File: src/rtl/irc_tok_pkg.sv
// Shared types and constants for the IRC line tokenizer.
package irc_tok_pkg;

    localparam int TOKEN_INDEX_MAX = 63;
    localparam int IDX_W           = 6;

    localparam logic [7:0] CH_CR    = 8'h0D;
    localparam logic [7:0] CH_LF    = 8'h0A;
    localparam logic [7:0] CH_SP    = 8'h20;
    localparam logic [7:0] CH_COLON = 8'h3A;

    typedef enum logic [2:0] {
        M_LEAD       = 3'd0,
        M_CMD        = 3'd1,
        M_SEP        = 3'd2,
        M_MID        = 3'd3,
        M_TRAIL      = 3'd4,
        M_DONE_OK    = 3'd5,
        M_DONE_EMPTY = 3'd6
    } mode_t;

    typedef enum logic [2:0] {
        K_SPACE   = 3'd0,
        K_COMMAND = 3'd1,
        K_MIDDLE  = 3'd2,
        K_COLON   = 3'd3,
        K_TRAIL   = 3'd4,
        K_TERM    = 3'd5
    } kind_t;

    typedef enum logic [1:0] {
        V_VALID = 2'd0,
        V_EMPTY = 2'd1,
        V_NOEOL = 2'd2
    } verdict_t;

    typedef struct packed {
        mode_t            mode;
        logic [IDX_W-1:0] count;
        logic [7:0]       data;
        logic             crlf;
    } cls_in_t;

    typedef struct packed {
        mode_t            mode;
        logic [IDX_W-1:0] count;
        kind_t            kind;
        logic             start;
    } cls_out_t;

    typedef struct packed {
        logic [7:0]       data;
        kind_t            kind;
        logic             start;
        logic [IDX_W-1:0] index;
        logic             eol;
        verdict_t         verdict;
    } result_t;

endpackage

File: src/rtl/irc_tok_classify.sv
// Classifies one byte against the current parse mode and updates mode and token count.
module irc_tok_classify
(
    input  irc_tok_pkg::cls_in_t  cin,
    output irc_tok_pkg::cls_out_t cout
);
    import irc_tok_pkg::*;

    logic             is_sp;
    logic             is_colon;
    logic [IDX_W-1:0] bumped;

    assign is_sp    = (cin.data == CH_SP);
    assign is_colon = (cin.data == CH_COLON);
    // saturate at the top index
    assign bumped   = (cin.count < IDX_W'(TOKEN_INDEX_MAX)) ? cin.count + 1'b1
                                                            : IDX_W'(TOKEN_INDEX_MAX);

    always_comb
    begin
        cout.mode  = cin.mode;
        cout.count = cin.count;
        cout.kind  = K_TERM;
        cout.start = 1'b0;
        unique case (cin.mode)
            M_LEAD:
            begin
                priority if (is_sp)
                    cout.kind = K_SPACE;
                else if (cin.crlf)
                    cout.mode = M_DONE_EMPTY;
                else
                begin
                    cout.kind  = K_COMMAND;
                    cout.start = 1'b1;
                    cout.count = '0;
                    cout.mode  = M_CMD;
                end
            end
            M_CMD, M_MID:
            begin
                priority if (is_sp)
                begin
                    cout.kind = K_SPACE;
                    cout.mode = M_SEP;
                end
                else if (cin.crlf)
                    cout.mode = M_DONE_OK;
                else
                    cout.kind = (cin.mode == M_CMD) ? K_COMMAND : K_MIDDLE;
            end
            M_SEP:
            begin
                priority if (is_sp)
                    cout.kind = K_SPACE;
                else if (cin.crlf)
                    cout.mode = M_DONE_OK;
                else if (is_colon)
                begin
                    cout.count = bumped;
                    cout.kind  = K_COLON;
                    cout.start = 1'b1;
                    cout.mode  = M_TRAIL;
                end
                else
                begin
                    cout.count = bumped;
                    cout.kind  = K_MIDDLE;
                    cout.start = 1'b1;
                    cout.mode  = M_MID;
                end
            end
            M_TRAIL:
            begin
                if (cin.crlf)
                    cout.mode = M_DONE_OK;
                else
                    cout.kind = K_TRAIL;
            end
            default:
                cout.kind = K_TERM;
        endcase
    end

endmodule

File: src/rtl/irc_line_tokenizer_top.sv
// Top level of the IRC line tokenizer: byte stream in, tagged byte stream out.
//
// Usage:
//   s_axis carries one character per item in tdata; tlast marks the final
//   byte of a line. m_axis returns one tagged result per input byte, in
//   order. Each byte is held until the next one arrives, because a CR is the
//   terminator only when an LF follows it; the byte flagged tlast is tagged
//   at once, so the last item of a line yields two results if a byte is held.
//   A byte's result is written into the result queue when the following
//   byte is accepted (when the tlast byte itself is accepted, for that byte).
//   Throughput: one input item per cycle; a line of N bytes yields N
//   results. Results sit in a four-entry result queue; input is taken while
//   at least two entries are free, so tready drops only when the receiver
//   stalls and the queue fills.
//   m_axis tlast marks the last result of a line and tdata carries the
//   verdict there (valid, empty command, no CRLF).
//   Reset clears the parse state, drops the held byte and empties the queue.
module irc_line_tokenizer_top
(
    input  logic        clk,
    input  logic        rst_n,
    input  logic        s_axis_tvalid,
    output logic        s_axis_tready,
    input  logic [7:0]  s_axis_tdata,   // [7:0] in_byte
    input  logic        s_axis_tlast,   // line_last
    output logic        m_axis_tvalid,
    input  logic        m_axis_tready,
    output logic [15:0] m_axis_tdata,   // [7:0] out_byte, [13:8] token_index, [15:14] verdict
    output logic [3:0]  m_axis_tuser,   // [2:0] byte_kind, [3] token_start
    output logic        m_axis_tlast    // end_of_line
);
    import irc_tok_pkg::*;

    localparam int QDEPTH = 4;
    localparam int QPTR_W = $clog2(QDEPTH);

    // parse state
    mode_t            mode_reg, mode_next;
    logic [IDX_W-1:0] count_reg, count_next;
    logic [7:0]       held_reg, held_next;
    logic             held_valid_reg, held_valid_next;

    // result queue
    result_t             q_reg [QDEPTH];
    logic [QPTR_W-1:0]   wr_ptr_reg, rd_ptr_reg;
    logic [QPTR_W:0]     fill_reg, fill_next;

    logic    accept, pop;
    cls_in_t  c0_in, c1_in;
    cls_out_t c0_out, c1_out;
    result_t  res0, res1;
    logic [1:0] push_n;

    assign s_axis_tready = (fill_reg <= (QPTR_W+1)'(QDEPTH - 2));
    assign accept        = s_axis_tvalid && s_axis_tready;
    assign m_axis_tvalid = (fill_reg != '0);
    assign pop           = m_axis_tvalid && m_axis_tready;

    // first classifier: the held byte, with the new byte as lookahead
    assign c0_in.mode  = mode_reg;
    assign c0_in.count = count_reg;
    assign c0_in.data  = held_reg;
    assign c0_in.crlf  = (held_reg == CH_CR) && (s_axis_tdata == CH_LF);

    irc_tok_classify u_cls_held
    (
        .cin  (c0_in),
        .cout (c0_out)
    );

    // second classifier: the new byte when it ends the line, no lookahead
    assign c1_in.mode  = held_valid_reg ? c0_out.mode  : mode_reg;
    assign c1_in.count = held_valid_reg ? c0_out.count : count_reg;
    assign c1_in.data  = s_axis_tdata;
    assign c1_in.crlf  = 1'b0;

    irc_tok_classify u_cls_last
    (
        .cin  (c1_in),
        .cout (c1_out)
    );

    always_comb
    begin
        res0.data    = held_reg;
        res0.kind    = c0_out.kind;
        res0.start   = c0_out.start;
        res0.index   = c0_out.count;
        res0.eol     = 1'b0;
        res0.verdict = V_VALID;

        res1.data    = s_axis_tdata;
        res1.kind    = c1_out.kind;
        res1.start   = c1_out.start;
        res1.index   = c1_out.count;
        res1.eol     = 1'b1;
        priority if (c1_out.mode == M_DONE_OK)
            res1.verdict = V_VALID;
        else if (c1_out.mode == M_DONE_EMPTY || c1_out.mode == M_LEAD)
            res1.verdict = V_EMPTY;
        else
            res1.verdict = V_NOEOL;
    end

    // next parse state
    always_comb
    begin
        mode_next       = mode_reg;
        count_next      = count_reg;
        held_next       = held_reg;
        held_valid_next = held_valid_reg;
        push_n          = 2'd0;
        if (accept)
        begin
            push_n = {1'b0, held_valid_reg} + {1'b0, s_axis_tlast};
            if (s_axis_tlast)
            begin
                // line done: return to reset state
                mode_next       = M_LEAD;
                count_next      = '0;
                held_next       = '0;
                held_valid_next = 1'b0;
            end
            else
            begin
                if (held_valid_reg)
                begin
                    mode_next  = c0_out.mode;
                    count_next = c0_out.count;
                end
                held_next       = s_axis_tdata;
                held_valid_next = 1'b1;
            end
        end
        fill_next = fill_reg + (QPTR_W+1)'(push_n) - (QPTR_W+1)'(pop);
    end

    always_ff @(posedge clk or negedge rst_n)
    begin
        if (!rst_n)
        begin
            mode_reg       <= M_LEAD;
            count_reg      <= '0;
            held_reg       <= '0;
            held_valid_reg <= 1'b0;
            wr_ptr_reg     <= '0;
            rd_ptr_reg     <= '0;
            fill_reg       <= '0;
        end
        else
        begin
            mode_reg       <= mode_next;
            count_reg      <= count_next;
            held_reg       <= held_next;
            held_valid_reg <= held_valid_next;
            wr_ptr_reg     <= wr_ptr_reg + QPTR_W'(push_n);
            if (pop)
                rd_ptr_reg <= rd_ptr_reg + 1'b1;
            fill_reg       <= fill_next;
        end
    end

    // queue payload: held byte result first, then the line-end result
    always_ff @(posedge clk)
    begin
        if (accept)
        begin
            priority if (held_valid_reg)
            begin
                q_reg[wr_ptr_reg] <= res0;
                if (s_axis_tlast)
                    q_reg[wr_ptr_reg + 1'b1] <= res1;
            end
            else if (s_axis_tlast)
                q_reg[wr_ptr_reg] <= res1;
        end
    end

    assign m_axis_tdata = {q_reg[rd_ptr_reg].verdict, q_reg[rd_ptr_reg].index,
                           q_reg[rd_ptr_reg].data};
    assign m_axis_tuser = {q_reg[rd_ptr_reg].start, q_reg[rd_ptr_reg].kind};
    assign m_axis_tlast = q_reg[rd_ptr_reg].eol;

endmodule
File: config.mk
export PLATFORM = sky130hd
export DESIGN_NAME = irc_line_tokenizer_top
export DESIGN_NICKNAME = d
export VERILOG_FILES = /design/src/rtl/irc_tok_pkg.sv /design/src/rtl/irc_tok_classify.sv /design/src/rtl/irc_line_tokenizer_top.sv
export SDC_FILE = /design/constraint.sdc
export NUM_CORES = 1
export LEC_CHECK = 0
export BUFFER_PORTS_ARGS = -buffer_cell sky130_fd_sc_hd__buf_2
export CAP_MARGIN = 15
export CORE_MARGIN = 1.5
export CORE_UTILIZATION = 28
export CTS_CLUSTER_DIAMETER = 100
export DETAILED_ROUTE_END_ITERATION = 10
export GPL_ROUTABILITY_DRIVEN = 0
export HOLD_SLACK_MARGIN = 0.08
export PLACE_DENSITY = 0.4
export SLEW_MARGIN = 20
export SYNTH_ARGS = -nofsm -noshare
export SYNTH_HDL_FRONTEND = slang
export SYNTH_HIERARCHICAL = 1
export SYNTH_SLANG_ARGS = --single-unit
File: constraint.sdc
create_clock -name clk -period 7.07 [get_ports clk]
set_clock_uncertainty 0.1 [all_clocks]
set_input_delay 0.707 -clock clk [delete_from_list [all_inputs] [get_ports clk]]
set_output_delay 0.707 -clock clk [all_outputs]
set_load 0.005 [all_outputs]
After elaboration in Yosys (flattened, before gate mapping)
Memory sizes are Yosys's and may differ from the RTL's.
Index checks and enable logic that the tools add are counted.
- bits in writable memories: 84
- flip-flop bits (word level): 25
- output and inout bits: 23
- memories kept: 1
- bitwise operators: 1
- equality and inequality tests: 16
- muxes and demuxes: 57
- order comparisons: 3
- add/sub/neg operators: 8
- reduce and logical (&&, ||, !) cells: 10
- memories (name ; words ; bits a word ; rd ports ; clocked after Yosys merged registers in ; write ports ; line ; source):
    q_reg ; 4 ; 21 ; 1 ; 0 ; 2 ; irc_line_tokenizer_top.sv:44 ; result_t q_reg [QDEPTH];
- operators with widths (kind ; number):
    two-way mux 3 bit ; 13
    two-way mux 9 bit ; 4
    case mux 3 bit (4 select lines) ; 3
    equality test 8 x 6 -> 1 bit, second input constant ; 4
    two-way mux 13 bit ; 2
    two-way mux 6 bit ; 4
    case mux 6 bit (2 select lines) ; 2
    two-way mux 21 bit ; 1
    two-way mux 10 bit ; 2
    two-way mux 1 bit ; 17
    equality test 8 x 4 -> 1 bit, second input constant ; 2
    adder 6 x 1 -> 6 bit, second input constant ; 2
    equality test 3 x 2 -> 1 bit, second input constant ; 4
    equality test 3 bit, second input constant ; 4
    less-than comparator 6 bit, second input constant ; 2
    two-way mux 2 bit ; 5
    logical NOT 3 bit ; 3
    case mux 3 bit (3 select lines) ; 1
    two-way mux 8 bit ; 1
    equality test 3 x 1 -> 1 bit, second input constant ; 2
    adder 2 x 1 -> 2 bit, second input constant ; 2
    case mux 1 bit (2 select lines) ; 2
    OR reduction 2 bit ; 2
    adder 3 x 2 -> 3 bit ; 1
    8 further kinds ; 10

Logic depth before layout (Yosys ltp)
Gate-level depths: netlist of run 1.
- depth after elaboration: 17
- gate-level depth with buffers: 17
- mapped depth without buffers: 16

Cells and area by module
The synthesis of run 1 kept the hierarchy.
- by module, submodules not included (module ; times used ; area each (sq um) ; cells an instance ; seq. area each (sq um)):
    irc_line_tokenizer_top ; 1 ; 5348.9 ; 413 ; 3108.0
    irc_tok_classify (u_cls_held) ; 1 ; 440.4 ; 67 ; 0.0
    irc_tok_classify (u_cls_last) ; 1 ; 394.1 ; 60 ; 0.0

Least setup slack after synthesis of run 1
OpenSTA, ideal clock, no wires.
- path type: input-to-reg
- start point: in s_axis_tdata[2]
- end point: mem q_reg[2][1] in the netlist's numbering (data pin)
- required time: 6.695 ns
- arrival time: 3.192 ns
- stages: 13
- path slack: 3.502 ns
- buffers on the path: 2
- cells stage by stage: nor4b_1 nand4_1 nor2_1 buf_2 nand3_1 nand2_1 o2bb2a_1 mux2_2 clkbuf_1 or2_0 a311o_1 o21ai_0 nor3_1
- RTL lines (element ; line ; source):
    start, declared ; irc_line_tokenizer_top.sv:24 ; input logic [7:0] s_axis_tdata,
    end, declared ; irc_line_tokenizer_top.sv:44 ;

==> results of run 1 <==
metal layers:
layer | part of all wire [%] | GRT usage [%] | vias to the layer above
met1 | 47 | 23.0 | 2257
met2 | 45 | 24.2 | 170
li1 | - | - | 2145
met4 | 1.4 | 4.86 | 0
met3 | 6.8 | 3.44 | 19
met5 | 0 | 0 | -
power by group:
part	total (W)	internal (W)	switching, W	leakage (nW)
sequential	0.000907	0.000794	0.000113	1.12
combinational	0.000919	0.000350	0.000569	1.01
clock	0.000492	0.000245	0.000247	0.140
total	0.00232	0.00139	0.000929	2.26
logic make-up (layout without fill, tap and decap cells):
kind of cell / after synthesis / after routing / synth area share, %
AOI/OAI and AO/OA: 167 / 167 / 19.4
and+or+nand+nor: 156 / 156 / 13.4
DFF: 109 / 109 / 50.3
buffers and inverters: 64 / 83 / 5.30
muxes: 25 / 25 / 8.38
adders and majority gates: 9 / 9 / 1.94
xor gates and xnor gates: 9 / 9 / 1.27
other: 1 / 5 / 0.0606
metrics by stage:
| stage | instances | setup slack, ns |
|---|---|---|
| CTS | 843 | 2.86 |
| finish | 843 | 2.73 |
| global route | 843 | 2.46 |
| detailed placement | 827 | 2.56 |
| floorplan | 544 | 3.50 |
| global placement | 827 | 2.59 |
worst min path at each step:
stage	start	end
global route	rst_n	held_reg[4]$_DFFE_PN0N_
CTS	rst_n	held_reg[1]$_DFFE_PN0N_
floorplan	rst_n	count_reg[0]$_DFFE_PN0N_
global placement	q_reg[1][2]$_SDFFE_PP1N_	q_reg[1][2]$_SDFFE_PP1N_
detailed placement	q_reg[1][2]$_SDFFE_PP1N_	q_reg[1][2]$_SDFFE_PP1N_
finish	rst_n	held_reg[1]$_DFFE_PN0N_
critical path, stage by stage (launching register included):
cell,delay (ns)
dfrtp_1,0.52
nor4b_1,0.33
nand4_1,0.13
nor2_1,0.56
or3_1,0.24
a31oi_4,0.10
o211ai_1,0.17
o21ai_0,0.14
nand2_1,0.13
o21ai_0,0.26
ha_1,0.34
nand2_1,0.10
nor2_1,0.10
o311ai_0,0.36
a21oi_1,0.15
a22oi_1,0.24
nor2_1,0.08
final cells by class:
type,count,area [µm²]
fill,2235,14900
tap,280,350
inverter,24,90.1
timing repair buffer,43,235
clock buffer,9,225
clock inverter,7,55.1
sequential,109,3110
multi-input combinational,371,2780
cell usage in the layout (no fill, tap or decap), types with 4 or more instances in the layout:
master     synthesis  layout
o211ai_1           6       6
nand3_1           14      14
clkbuf_16          0       9
inv_1             22      22
nand4_1            6       6
ha_1               8       8
conb_1             1       5
a31o_2             5       5
a21oi_1           24      24
mux2_2             4       4
or3_1              4       4
nor2b_1            5       5
a41oi_1            4       4
dfxtp_1            4       4
nor2_2             1       5
buf_4              5       8
nor2_1            52      47
xnor2_1            5       5
dfrtp_1           25      25
nand2b_1           4       4
a32o_1            24      24
a22oi_1           20      20
nand2_1           34      34
a31oi_1            5       5
xor2_1             4       4
nor3_1             8       8
o22ai_1           13      13
buf_2             18      35
mux4_2            21      21
edfxtp_1          80      80
o21ai_0           38      38
==> out/metrics.cfg, run 1 <==
[synthesis]
synthTopCellsByCount = 80 x edfxtp_1, 52 x nor2_1, 38 x o21ai_0
yosys.area.top_type_share_pct = 38.9
syn_area_mm2 = 0.00618
yosys_most_used_dff = edfxtp_1
post-synth-top-count-cell = edfxtp_1
synth_cells = 540
async_reset_ff_share_pct = 22.9
syn_avg_cell_area_um2 = 11.5
synth_top_cells_by_area = edfxtp_1 39%, dfrtp_1 10%, mux4_2 7.6%, a32o_1 3.9%, nor2_1 3.2%
yosys_warnings = 6
synth_cell_types = 78
yosysSeqAreaShare_pct = 50.3
synth_edf_count = 80
synth-seq-cells = 109
synth_top_cell_by_area = edfxtp_1

[finish]
largest_register_ffs = 84
post-route-util_pct = 31.5
synthToLayoutAreaGrowth_pct = 10.7
drive_above_1_share_pct = 19.4
diodes = 0
fin_nets = 580
fin_area_mm2 = 0.00684

[power]
p_leak_nw = 2.26
power.density_mw_per_mm2 = 339
finalPower_w = 0.00232
peakVddDrop_mv = 0.141

[placed_design]
io_buffers = 35
placed_area_mm2 = 0.00656
dp_hpwl_um = 11900

[grt]
grt_pass1_wl_um = 26900
grt_pass1_vias = 4441
overflow = 0
grt_use_total_pct = 16.0
grt_max_degree = 26
antenna_found_initial = 0

[sta]
fin_crit_sh_pct = 61.4
hold_viol_final = 0
rsz0062_at_grt = no
period_minus_slack_ns = 4.34
finalSetupViolCount = 0
whs_ns = 0.251
fin_setup_tns_ns = 0
max_slew.worst_pin.slew_ns = 1.09
slew_violations = 0
max_slew_margin_pct = 27.6
max_freq_ghz = 0.230

[route]
drc = 0
drt-total-wl_um = 17700
vias_per_cell = 5.45
ant_nets = 0
firstDrtPassIters = 5
via_count = 4591
wl_per_cell_um = 20.9
drt_iter0_markers = 361

[clock_tree]
post_cts_resized = 0
cts_hold_buf = 0
worstSkewPairLatency_ns = 0.35
cts_tree = done
post_cts_buffers = 0
cts_num_sinks = 109
cts_root_buf = clkbuf_16
htreeDepth = 3
cts_buffer_depth = 2
cts_buffers = 9
clk_pin_slew_ns = 0.07

[die]
placementRows = 54
start_util_pct = 28.4
die_x_um = 152
fp.dieH_um = 152
io_pins = 36
core-area_mm2 = 0.0218
die-area_mm2 = 0.0230

[worst_setup_path]
timing.rr.end = q_reg[1][6]$_DFFE_PP_
r2r_cells = 16
r2r_setup_slack_ns = 2.73
cp.required_ns = 7.03
r2r-start = held_reg[1]$_DFFE_PN0N_
setup.worst_path.end = q_reg[1][6]$_DFFE_PP_
cp-startpoint = held_reg[1]$_DFFE_PN0N_
start_kind = register
critPathMaxFanout = 15
arrival_ns = 4.30
end_kind = register
crit_type = reg2reg

[run]
drv_cap = 0

[status]
status = completed

[min_path]
holdCritPathClass = in2async

Note: power is estimated with default switching activity, not from simulation.
==> run 2: changes to the inputs <==
Settings changed: PLACE_DENSITY 0.4 to 0.41.
Clock period 7.07 ns to 3.5 ns, I/O delays scaled along.
==> out/metrics.cfg, run 2 (synthesis results as in run 1) <==
[clock_tree]
clk_pin_slew_ns = 0.08  ; about the same
cts_tree = done
cts_buffers = 9  ; unchanged
worstSkewPairLatency_ns = 0.36  ; about the same
cts_root_buf = clkbuf_16
htreeDepth = 3  ; unchanged
cts_buffer_depth = 2  ; unchanged
cts_num_sinks = 109  ; unchanged

[finish]
final_common_cell = edfxtp_1
synthToLayoutAreaGrowth_pct = 21.0
drive_above_1_share_pct = 31.4  ; +12 points
final_cell_mix = 80 x edfxtp_1, 69 x buf_4, 45 x nor2_1, 35 x buf_2, 34 x nand2_1
final_cells = 908  ; +7.7%
fillers = 2181  ; -2.4%
fin_nets = 645  ; +11%
largest_register_ffs = 84  ; unchanged
post-route-util_pct = 34.4  ; +2.9 points
diodes = 0  ; unchanged

[route]
vias_per_cell = 5.34  ; -1.9%
ant_nets = 0  ; unchanged
via_count = 4850  ; +5.6%
drt-total-wl_um = 18700  ; +5.9%
wl_per_cell_um = 20.6  ; -1.7%
firstDrtPassIters = 5  ; unchanged
drc = 0  ; unchanged
drt_iter0_markers = 331  ; -8.3%

[worst_setup_path]
crit_chain = nor4b_2 -> nand4_1 -> nor2_2 -> or3_1 -> a31oi_4 -> o211ai_1 -> o21ai_1 -> nand2_1 -> o21ai_1 -> buf_4 -> nand3_1 -> buf_4 -> o31ai_1 -> a21oi_2 -> a22oi_2 -> nor2_1
start_kind = register
cp_num_cells = 16  ; unchanged
end_kind = register
arrival_ns = 3.32  ; -0.98 ns
cp_slowest_cell = dfrtp_1
max_stage_delay_ns = 0.39  ; -0.17 ns
path_delay_family = compound AO/OA/AOI/OAI gates
cp.required_ns = 3.50  ; -3.53 ns
crit_type = reg2reg
critPathMaxFanout = 7  ; -8
cp_num_buf_inv = 2  ; +2
r2r_cells = 16  ; unchanged

[grt]
grt_max_degree = 27  ; +3.8%
overflow = 0  ; unchanged
grt_pass1_wl_um = 29000  ; +7.8%
grt_use_total_pct = 17.1  ; +1.1 points
grt_pass1_vias = 4718  ; +6.2%
antenna_found_initial = 0  ; unchanged

[die]
core-area_mm2 = 0.0218  ; unchanged
start_util_pct = 28.4  ; unchanged
placementRows = 54  ; unchanged
die-area_mm2 = 0.0230  ; unchanged
fp.dieH_um = 152  ; unchanged
die_x_um = 152  ; unchanged
io_pins = 36  ; unchanged

[power]
p_leak_nw = 2.61  ; +16%
seq_power_share_pct = 35.0  ; -4.1 points
peakVddDrop_mv = 0.282  ; +100%
power.density_mw_per_mm2 = 668  ; +97%
p_int_w = 0.00304  ; +120%
power_switching_share_pct = 39.3  ; -0.80 points
p_clk_share_pct = 22.1  ; +0.9 points
power.switching_w = 0.00196  ; +110%
pwr-share-comb_pct = 42.9  ; +3.2 points

[run]
drv_cap = 0  ; unchanged

[min_path]
min_path_cells = 2
holdCritPathClass = in2reg

[sta]
finalSetupViolCount = 0  ; unchanged
max_slew_margin_pct = 37.0  ; +9.5 points
hold_viol_final = 0  ; unchanged
rsz0062_at_grt = yes
max_freq_ghz = 0.302  ; +31%
max_slew.worst_pin.slew_ns = 0.944  ; -0.142 ns
period_minus_slack_ns = 3.31  ; -1.03 ns
fin_crit_sh_pct = 94.6  ; +33 points
slew_violations = 0  ; unchanged
whs_ns = 0.163  ; -0.0886 ns

[placed_design]
io_buffers = 35  ; unchanged
dp.cells = 886  ; +7.1%
dp_hpwl_um = 12600  ; +5.5%

[status]
status = completed

-- run 2: path summary, 6_finish.rpt --
check                                          from                    endpoint  slack (ns)
max reg2reg                 held_reg[2]$_DFFE_PN0N_       q_reg[1][8]$_DFFE_PP_        0.19
min                                    s_axis_tlast  held_valid_reg$_DFFE_PN0N_        0.16
max                         held_reg[2]$_DFFE_PN0N_       q_reg[1][8]$_DFFE_PP_        0.19
min reg2reg                q_reg[1][2]$_SDFFE_PP1N_    q_reg[1][2]$_SDFFE_PP1N_        0.37
max in group asynchronous                     rst_n    count_reg[1]$_DFFE_PN0N_        2.46
min in group asynchronous                     rst_n     held_reg[2]$_DFFE_PN0N_        0.43
-- run 2: area by class of cell --
| type | count | area, µm² | area share (%) |
|---|---|---|---|
| timing repair buffer | 108 | 746 | 9.97 |
| sequential | 109 | 3110 | 41.6 |
| inverter | 24 | 90.1 | 1.20 |
| clock buffer | 9 | 225 | 3.01 |
| tap | 280 | 350 | 4.68 |
| clock inverter | 7 | 86.3 | 1.15 |
| multi-input combinational | 371 | 2870 | 38.4 |
-- run 2: timing repair --
action,4_1_cts,5_1_grt
resized for setup,0,36
setup endpoints to repair,0,30
setup buffers,0,5
hold buffers,1,0
hold endpoints to repair,25,0
-- run 2: power by group through the flow --
stage	clock network, W	logic (W)	registers [W]
2_1_floorplan	0	0.00138	0.00175
4_1_cts	0.00112	0.00212	0.00175
3_3_place_gp	0	0.00212	0.00177
6_report	0.00111	0.00214	0.00175
5_1_grt	0.00117	0.00236	0.00177
3_5_place_dp	0	0.00211	0.00177
-- run 2: layer usage --
metal,wire (µm),GRT usage [%],up-vias
met4,245,4.71,0
li1,-,-,2271
met2,8370,25.9,156
met5,0,0,-
met1,9170,25.2,2407
met3,910,2.84,16
-- run 2: worst reg2reg max path: cells and delay by family, from the launching register on --
kind	cells	cell delay [ns]
flops	1	0.39
compound gates	7	1.28
buf+inv	2	0.33
simple gates	7	0.97
-- run 2: metrics by stage --
step | power, W | cell area (µm²) | setup TNS, ns | setup slack, ns
finish | 0.00500 | 7480 | 0 | 0.188
global route | 0.00531 | 7480 | -0.106 | -0.0547
CTS | 0.00499 | 7340 | 0 | 0.00978
detailed placement | 0.00389 | 7010 | -0.210 | -0.0610
global placement | 0.00388 | 7010 | -1.43 | -0.172
floorplan | 0.00313 | 6200 | 0 | 0.203
